### src/rtl/key_press_hold_click_tracker_unit_assert.svh
// Assertion macros shared by the key press tracker RTL.
`ifndef KEY_PRESS_HOLD_CLICK_TRACKER_UNIT_ASSERT_SVH
`define KEY_PRESS_HOLD_CLICK_TRACKER_UNIT_ASSERT_SVH

// Consequent must hold in the same cycle as the antecedent.
`define KPHC_ASSERT_NOW(lbl, clk, rst, ante, cons, msg) \
   lbl: assert property (@(posedge clk) disable iff (rst) (ante) |-> (cons)) \
      else $error(msg);

// Consequent must hold in the cycle after the antecedent.
`define KPHC_ASSERT_NEXT(lbl, clk, rst, ante, cons, msg) \
   lbl: assert property (@(posedge clk) disable iff (rst) (ante) |=> (cons)) \
      else $error(msg);

`endif

### src/rtl/kphc_pkg.sv
// Shared types and constants of the key press tracker.
`default_nettype none

package kphc_pkg;

   localparam int DEF_KEY_COUNT = 256;
   localparam int DEF_TIME_BITS = 32;

   localparam int CODE_W  = 8;
   localparam int NOW_W   = 32;
   localparam int CSR_IDX_W = 2;
   localparam int CSR_DATA_W = 16;
   localparam int MS_W    = 16;
   localparam int MASK_W  = 8;

   localparam logic [MS_W-1:0]   HOLD_RESET  = 16'd800;
   localparam logic [MS_W-1:0]   CLICK_RESET = 16'd400;
   localparam logic [MASK_W-1:0] MASK_RESET  = 8'd118;

   typedef enum logic [CSR_IDX_W-1:0] {
      CSR_HOLD  = 2'd0,
      CSR_CLICK = 2'd1,
      CSR_MASK  = 2'd2
   } csr_index_type;

   typedef enum logic [1:0] {
      CMD_DOWN   = 2'd0,
      CMD_UP     = 2'd1,
      CMD_UPDATE = 2'd2,
      CMD_READ   = 2'd3
   } cmd_type;

   typedef enum logic [2:0] {
      KS_NORMAL = 3'd0,
      KS_DOWN   = 3'd1,
      KS_READY  = 3'd2,
      KS_HELD   = 3'd3,
      KS_UP     = 3'd4,
      KS_CLICK  = 3'd5
   } key_state_type;

   // Everything of a table entry except its press timestamp.
   typedef struct packed {
      key_state_type state;
      logic          release_flag;
      logic          ready_flag;
      logic          rearm_flag;
   } entry_flags_type;

   localparam int FLAGS_W = $bits(entry_flags_type);

   localparam entry_flags_type FLAGS_RESET = '{
      state:        KS_NORMAL,
      release_flag: 1'b0,
      ready_flag:   1'b0,
      rearm_flag:   1'b1
   };

   // Controls for the entry update logic.
   typedef struct packed {
      cmd_type         cmd;
      logic            mouse;
      logic [MS_W-1:0] hold_ms;
      logic [MS_W-1:0] click_ms;
   } entry_ctrl_type;

endpackage

`default_nettype wire

### src/rtl/kphc_entry_next.sv
// Next value of one key table entry for a down, up, update or read command.
`default_nettype none

module kphc_entry_next #(
   parameter int TIME_BITS = kphc_pkg::DEF_TIME_BITS
) (
   input  kphc_pkg::entry_ctrl_type  ctrl,
   input  logic [TIME_BITS-1:0]      now,
   input  kphc_pkg::entry_flags_type cur_flags,
   input  logic [TIME_BITS-1:0]      cur_stamp,
   output kphc_pkg::entry_flags_type nxt_flags,
   output logic [TIME_BITS-1:0]      nxt_stamp
);

   always_comb begin
      kphc_pkg::entry_flags_type f;
      logic [TIME_BITS-1:0]      elapsed;

      f         = cur_flags;
      nxt_stamp = cur_stamp;
      elapsed   = now - cur_stamp;

      unique case (ctrl.cmd)
         kphc_pkg::CMD_DOWN: begin
            if (cur_flags.rearm_flag) begin
               nxt_stamp    = now;
               f.state      = kphc_pkg::KS_DOWN;
               f.rearm_flag = 1'b0;
            end
         end
         kphc_pkg::CMD_UP: begin
            f.state      = kphc_pkg::KS_UP;
            f.rearm_flag = 1'b1;
         end
         kphc_pkg::CMD_UPDATE: begin
            // The steps below run in order, each one seeing the previous one.
            if (cur_flags.state != kphc_pkg::KS_NORMAL) begin
               if (f.release_flag) begin
                  if (ctrl.mouse && (elapsed <= TIME_BITS'(ctrl.click_ms)) &&
                      (f.state != kphc_pkg::KS_CLICK)) begin
                     f.state = kphc_pkg::KS_CLICK;
                  end else begin
                     f.state        = kphc_pkg::KS_NORMAL;
                     f.release_flag = 1'b0;
                  end
               end
               if (f.ready_flag) begin
                  f.state      = kphc_pkg::KS_READY;
                  f.ready_flag = 1'b0;
               end
               if (f.state == kphc_pkg::KS_DOWN) begin
                  f.ready_flag = 1'b1;
               end
               if ((f.state == kphc_pkg::KS_READY) &&
                   (elapsed >= TIME_BITS'(ctrl.hold_ms))) begin
                  f.state = kphc_pkg::KS_HELD;
               end
               if (f.state == kphc_pkg::KS_UP) begin
                  f.release_flag = 1'b1;
               end
            end
         end
         kphc_pkg::CMD_READ: begin
            f = cur_flags;
         end
         default: begin
            f = cur_flags;
         end
      endcase

      nxt_flags = f;
   end

endmodule

`default_nettype wire

### config.mk
export PLATFORM = sky130hd
export DESIGN_NAME = kphc_entry_next
export DESIGN_NICKNAME = d
export VERILOG_FILES = /design/src/rtl/key_press_hold_click_tracker_unit_assert.svh /design/src/rtl/kphc_pkg.sv /design/src/rtl/kphc_entry_next.sv
export SDC_FILE = /design/constraint.sdc
export NUM_CORES = 1
export LEC_CHECK = 0
export ABC_CLOCK_PERIOD_IN_PS = 3750
export BUFFER_PORTS_ARGS = -buffer_cell sky130_fd_sc_hd__buf_2
export CAP_MARGIN = 10
export CORE_MARGIN = 1.5
export CORE_UTILIZATION = 47
export DETAILED_ROUTE_END_ITERATION = 10
export PLACE_DENSITY = 0.83
export SYNTH_ARGS = -nofsm -noshare
export SYNTH_HDL_FRONTEND = slang
export SYNTH_SLANG_ARGS = --single-unit
### constraint.sdc
create_clock -name vclk -period 3.75
set_input_delay 0.1875 -clock vclk [all_inputs]
set_output_delay 0.1875 -clock vclk [all_outputs]
set_load 0.01 [all_outputs]
-- Word level (Yosys, flattened, before mapping)
Index checks and enable logic that the tools add are counted.
- add/sub/neg operators: 1
- magnitude comparators: 2
- equal/unequal tests: 7
- multiplexer cells: 18
- reductions and logical operators: 5
- operators with widths (kind ; number):
    $mux 32 ; 2
    $ge 32x16->1 ; 1
    $le 32x16->1 ; 1
    $sub 32x32->32 ; 1
    $mux 3 ; 8
    $pmux 3 s4 ; 1
    $mux 5 ; 1
    $eq 2x2->1 const B ; 2
    $mux 4 ; 1
    $eq 3x1->1 const B ; 1
    $eq 3x2->1 const B ; 1
    $eq 3x3->1 const B ; 1
    $logic_and 1x1->1 ; 3
    $mux 1 ; 3
    $ne 3x3->1 const B ; 1
    $reduce_bool 3->1 ; 1
    $eq 2x1->1 const B ; 1
    $logic_not 2->1 ; 1
    $mux 2 ; 1
    $pmux 1 s2 ; 1
- register bits: 0

-- Longest topological paths before layout
Gate-level depths: netlist of run 1.
- depth after elaboration: 18
- mapped depth: 20
- gate-level depth less buffers: 20

-- Least setup slack after synthesis of run 1
OpenSTA, ideal clock, no wires.
- path type: in2out
- start point: input port now[0]
- end point: output port nxt_flags[3] (netlist bit)
- arrival: 3741 ps
- path slack: -178 ps
- stages: 18
- path through: inv_1 ha_1 fa_1 nor2b_4 o2111ai_2 a2111oi_1 nor2_1 xnor2_1 ha_1 a21o_1 a21oi_1 a32oi_1 a2111oi_0 o2111ai_2 nor4_4 o21ai_2 a31oi_1 o21a_1
- RTL lines (item ; RTL line ; RTL):
    from (decl) ; kphc_entry_next.sv:8 ; input logic [TIME_BITS-1:0] now,
    to (decl) ; kphc_entry_next.sv:11 ; output kphc_pkg::entry_flags_type nxt_flags,

==> flow_metrics.py, run 1 <==
metrics = {
    "cells_and_area": {
        "n_antenna_cell": 0,
        "fin_area_mm2": 0.00488,
        "n_fill_cell": 618,
        "drive_gt1_share_pct": 34.6,
        "area_delta_synth_final_pct": 40.3,
        "layout.nets": 896,
        "regArea_um2": 0,
        "seq_cell_count": 0,
        "clkbuf_count": 0,
    },
    "power_and_ir_drop": {
        "peakVddDrop_mv": 0.107,
        "p_leak_nw": 2.56,
        "power_density_mw_per_mm2": 192,
        "power_mw": 0.938,
        "switching_share_pct": 53.4,
        "internal_power_mw": 0.437,
        "p_seq_share_pct": 0,
        "p_comb_share_pct": 100.0,
        "p_clk_share_pct": 0,
        "switchingPower_mw": 0.501,
    },
    "min_path": {
        "hp-class": "in2out",
        "min_from": "now[21]",
    },
    "run": {
        "maxCapViolCount": 0,
    },
    "global_route": {
        "grt_pass1_wl_um": 17800,
        "grtUsageTotal_pct": 27.5,
        "overflow": 0,
        "grt_max_degree": 41,
        "antenna_found_initial": 0,
        "grt_pass1_vias": 4131,
    },
    "detailed_routing": {
        "first_pass_iters": 5,
        "final_antenna_net_count": 0,
        "wire_per_inst_um": 14.0,
        "routed_via_density": 5.64,
        "initialDrtViolationCount": 287,
        "routed_wl_um": 11600,
        "vias": 4651,
        "drc": 0,
    },
    "synth": {
        "ys_types": 73,
        "yosysTopAreaCell": "ha_1",
        "netlist_area_mm2": 0.00348,
        "ys_seq_area_share_pct": 0,
        "syn_area_per_cell_um2": 6.49,
        "synthTopCellsByArea": "ha_1, o21ai_0, inv_1",
        "synth_most_common_cell": "inv_1",
        "synthesis.nets": 705,
        "synthCells": 536,
        "yosys-top-cells-count": "inv_1, nand2_1, o21ai_0",
        "synth_top_area_share_pct": 22.7,
        "ys_warn_count": 0,
    },
    "critical_path": {
        "cp_num_buf_inv": 3,
        "arrival_ns": 3.94,
        "setup.worst_path.class": "in2out",
        "cp-startpoint": "cur_stamp[0]",
        "cpPeakStageDelay_ns": 0.39,
        "path_cells": "buf_6 -> ha_4 -> fa_2 -> nor2b_4 -> o2111ai_4 -> a2111oi_4 -> nor2_2 -> xnor2_2 -> ha_1 -> nand4_1 -> nor2_2 -> buf_4 -> a32oi_4 -> a2111oi_4 -> o2111ai_2 -> nor4_4 -> o21ai_2 -> a31oi_1 -> o21a_1 -> buf_2",
        "start_kind": "primary input",
        "worstPathMaxFanout": 3,
        "slowest_stage": "fa_2",
        "cp_top_family": "compound AO/OA/AOI/OAI gates",
        "critPathCaptureType": "primary output",
        "critPathRequiredTime_ns": 3.56,
    },
    "placed_design": {
        "portBuffers": 143,
        "dpl.hpwl_um": 9500,
        "place_area_mm2": 0.00467,
        "gp_congestion": 0.927,
    },
    "die": {
        "die_w_um": 89.0,
        "fp-row-count": 31,
        "design.die.area_mm2": 0.00793,
        "die_y_um": 89.0,
        "ios": 143,
        "start_util_pct": 48.2,
        "core_mm2": 0.00721,
    },
    "sta": {
        "slew_headroom_pct": 25.2,
        "fin_crit_ns": 4.13,
        "worst_slew_pin_slew_ns": 1.11,
        "slew_viol_final": 0,
        "setup_viol_count_final": 3,
        "rsz0062_at_grt": "yes",
        "fin_ws_ns": -0.379,
        "final.period_utilization_pct": 110,
        "max_freq_mhz": 242,
        "hold_viol_final": 0,
    },
    "outcome": {
        "status": "complete, but fails checks",
        "failed_checks": "setup timing",
    },
    "clock_tree": {
        "hold_buffers": 0,
    },
}
[routing by layer]
layer	vias up	part of all wire, %	track usage, %
met1	2093	44	34.8
met5	-	0	0
met2	225	48	53.0
li1	2314	-	-
met4	0	1.6	4.34
met3	19	6.1	0.462
[power by group through the flow]
| stage | clock network, mW | registers, mW | logic (mW) |
|---|---|---|---|
| after floorplan | 0 | 0 | 0.519 |
| after global placement | 0 | 0 | 0.799 |
| after detailed placement | 0 | 0 | 0.839 |
| after CTS | 0 | 0 | 0.880 |
| after global routing | 0 | 0 | 1.02 |
| final | 0 | 0 | 0.938 |
[stage by stage]
| stage | utilization (%) | hold slack, ns | setup slack (ns) | instances | TNS [ns] |
|---|---|---|---|---|---|
| after detailed placement | 64.8 | 0.676 | -0.553 | 819 | -1.01 |
| final | 67.7 | 0.673 | -0.379 | 824 | -0.652 |
| after floorplan | - | 0.465 | 0.00313 | 536 | 0 |
| after global placement | 64.8 | 0.675 | -0.356 | 819 | -0.592 |
| after global routing | 67.7 | 0.710 | -0.521 | 824 | -1.01 |
| after CTS | 66.6 | 0.676 | -0.337 | 821 | -0.531 |
[placed cells by master, fill, tap and decap left out, drive strengths merged, types with 6 or more instances in the layout]
cell type / count
o21a: 7
xor2: 9
o211ai: 6
nand3: 7
nand2: 66
nor3: 13
a21o: 13
inv: 71
nand4: 14
o21ai: 68
ha: 63
nor2: 30
buf: 207
a21oi: 51
xnor2: 12
[what timing repair did]
item                       in CTS  in global routing
setup endpoints to repair       3                  3
resized for setup              21                 13
buffers inserted                2                  3
pin swaps                      20                 11
[final timing paths]
kind | end | slack, ns | cells after the start
worst min-delay path | nxt_stamp[21] | 0.67 | 4
worst max-delay path | nxt_flags[3] | -0.38 | 20
[area by class of cell]
class	instances	area [um2]	share of cell area [%]
inverter	71	269	5.51
multi-input combinational	447	3270	67.0
tap	99	124	2.54
timing repair buffer	207	1220	24.9
[cell families after synthesis]
kind of cell	count (synthesis)	synth area share, %
AOI/OAI and AO/OA	188	34.2
xor gates and xnor gates	21	5.29
buffers and inverters	89	10.8
and+or+nand+nor	169	24.9
adders and majority gates	64	23.2
muxes	5	1.51
Power figures use the tool's default switching activity.
==> run 2, diff against run 1 <==
--- a/config.mk
+++ b/config.mk
@@ -12,6 +12,8 @@
 export CORE_UTILIZATION = 47
 export DETAILED_ROUTE_END_ITERATION = 10
 export PLACE_DENSITY = 0.83
+export SKIP_LAST_GASP = 1
+export SLEW_MARGIN = 25
 export SYNTH_ARGS = -nofsm -noshare
 export SYNTH_HDL_FRONTEND = slang
 export SYNTH_SLANG_ARGS = --single-unit
==> run 2 against run 1 <==
Effect of this change:
- the run still ends with setup timing left
- worst setup slack better by 0.014 ns
- sequential share of layout area stayed put
- final cell count did not move
- critical path type unchanged
==> flow_metrics.py, run 2 (synthesis results as in run 1) <==
metrics = {
    "sta": {
        "worst_slew_pin_slew_ns": 0.760,
        "rsz0062_at_grt": "yes",
        "fin_ws_ns": -0.365,
        "slew_headroom_pct": 48.5,
        "setup_viol_count_final": 3,
        "max_freq_mhz": 243,
        "final.period_utilization_pct": 110,
        "fin_crit_ns": 4.11,
        "slew_viol_final": 0,
        "hold_viol_final": 0,
    },
    "min_path": {
        "hp-class": "in2out",
    },
    "clock_tree": {
        "hold_buffers": 0,
    },
    "detailed_routing": {
        "initialDrtViolationCount": 282,
        "wire_per_inst_um": 14.1,
        "drc": 0,
        "routed_wl_um": 11600,
        "routed_via_density": 5.67,
        "final_antenna_net_count": 0,
        "vias": 4671,
        "first_pass_iters": 5,
    },
    "die": {
        "fp-row-count": 31,
        "design.die.area_mm2": 0.00793,
        "ios": 143,
        "die_y_um": 89.0,
        "core_mm2": 0.00721,
        "start_util_pct": 48.2,
        "die_w_um": 89.0,
    },
    "placed_design": {
        "portBuffers": 143,
        "dpl.hpwl_um": 9500,
        "gp_congestion": 0.927,
        "pre_cts_ws_ns": -0.553,
    },
    "global_route": {
        "grt_pass1_vias": 4131,
        "grt_pass1_wl_um": 17800,
        "antenna_found_initial": 0,
        "grtUsageTotal_pct": 27.5,
        "overflow": 0,
        "grt_max_degree": 41,
    },
    "critical_path": {
        "arrival_ns": 3.93,
        "cp_num_buf_inv": 4,
        "setup.worst_path.class": "in2out",
        "start_kind": "primary input",
        "path_cells": "buf_6 -> inv_4 -> ha_4 -> fa_2 -> nor2b_4 -> o2111ai_4 -> a2111oi_4 -> nor2_2 -> xnor2_2 -> ha_1 -> nand4_1 -> nor2_2 -> buf_4 -> a32oi_4 -> a2111oi_4 -> o2111ai_2 -> nor4_4 -> o21ai_2 -> a31oi_1 -> o21a_1 -> buf_2",
        "cp_top_family": "compound AO/OA/AOI/OAI gates",
        "cpPeakStageDelay_ns": 0.39,
        "critPathRequiredTime_ns": 3.56,
        "slowest_stage": "fa_2",
        "worstPathMaxFanout": 3,
        "critPathCaptureType": "primary output",
    },
    "cells_and_area": {
        "seq_cell_count": 0,
        "clkbuf_count": 0,
        "final_core_util_pct": 67.6,
        "final_cell_mix": "buf_2, inv_1, nand2_1",
        "drive_gt1_share_pct": 34.6,
        "regArea_um2": 0,
        "mostFrequentLayoutCell": "buf_2",
        "n_antenna_cell": 0,
        "layout.nets": 896,
        "area_delta_synth_final_pct": 40.2,
    },
    "power_and_ir_drop": {
        "peakVddDrop_mv": 0.107,
        "p_leak_nw": 2.56,
        "power_mw": 0.937,
        "power_density_mw_per_mm2": 192,
    },
    "run": {
        "maxCapViolCount": 0,
    },
    "outcome": {
        "status": "complete, but fails checks",
        "failed_checks": "setup timing",
    },
}
-- run 2: cell count changes in the layout (fill, tap and decap cells not counted) --
| cell | delta |
|---|---|
| buf_8 | -1 |
| o311ai_1 | +1 |
| o311ai_0 | -1 |
| buf_6 | +1 |
-- run 2: area by class of cell --
type / instances / area (um2)
Multi-Input combinational cell: 447 / 3270
Timing Repair Buffer: 207 / 1210
Fill cell: 622 / 2340
Tap cell: 99 / 124
Inverter: 71 / 269
-- run 2: repair_timing --
action,in CTS,in global routing
hold endpoints to repair,0,0
setup buffers,2,3
gates resized for setup,21,12
pin swaps,20,10
endpoints found under the setup margin,3,3
-- run 2: report_power, final --
group,switching (mW),internal [mW]
combinational,0.500,0.437
clock,0,0
sequential,0,0
-- run 2: final timing paths --
check,from,depth (start not counted),slack (ns),endpoint
max,now[0],21,-0.36,nxt_flags[3]
min,now[21],4,0.67,nxt_stamp[21]
-- run 2: layer usage --
metal	track usage (%)	wire length (um)	part of all wire [%]	vias to the layer above
met2	53.0	5570	48	226
met3	0.462	750	6.4	19
met5	0	0	0	-
met1	34.8	5110	44	2110
met4	4.34	205	1.8	0
li1	-	-	-	2316
-- run 2: per-stage QoR --
step | hold WS [ns] | area [um2] | TNS (ns) | std cells
4_1_cts | 0.676 | 4800 | -0.531 | 821
3_3_place_gp | 0.675 | 4670 | -0.592 | 819
6_report | 0.673 | 4880 | -0.609 | 824
5_1_grt | 0.710 | 4880 | -1.05 | 824
2_1_floorplan | 0.465 | 3500 | 0 | 536
3_5_place_dp | 0.676 | 4670 | -1.01 | 819
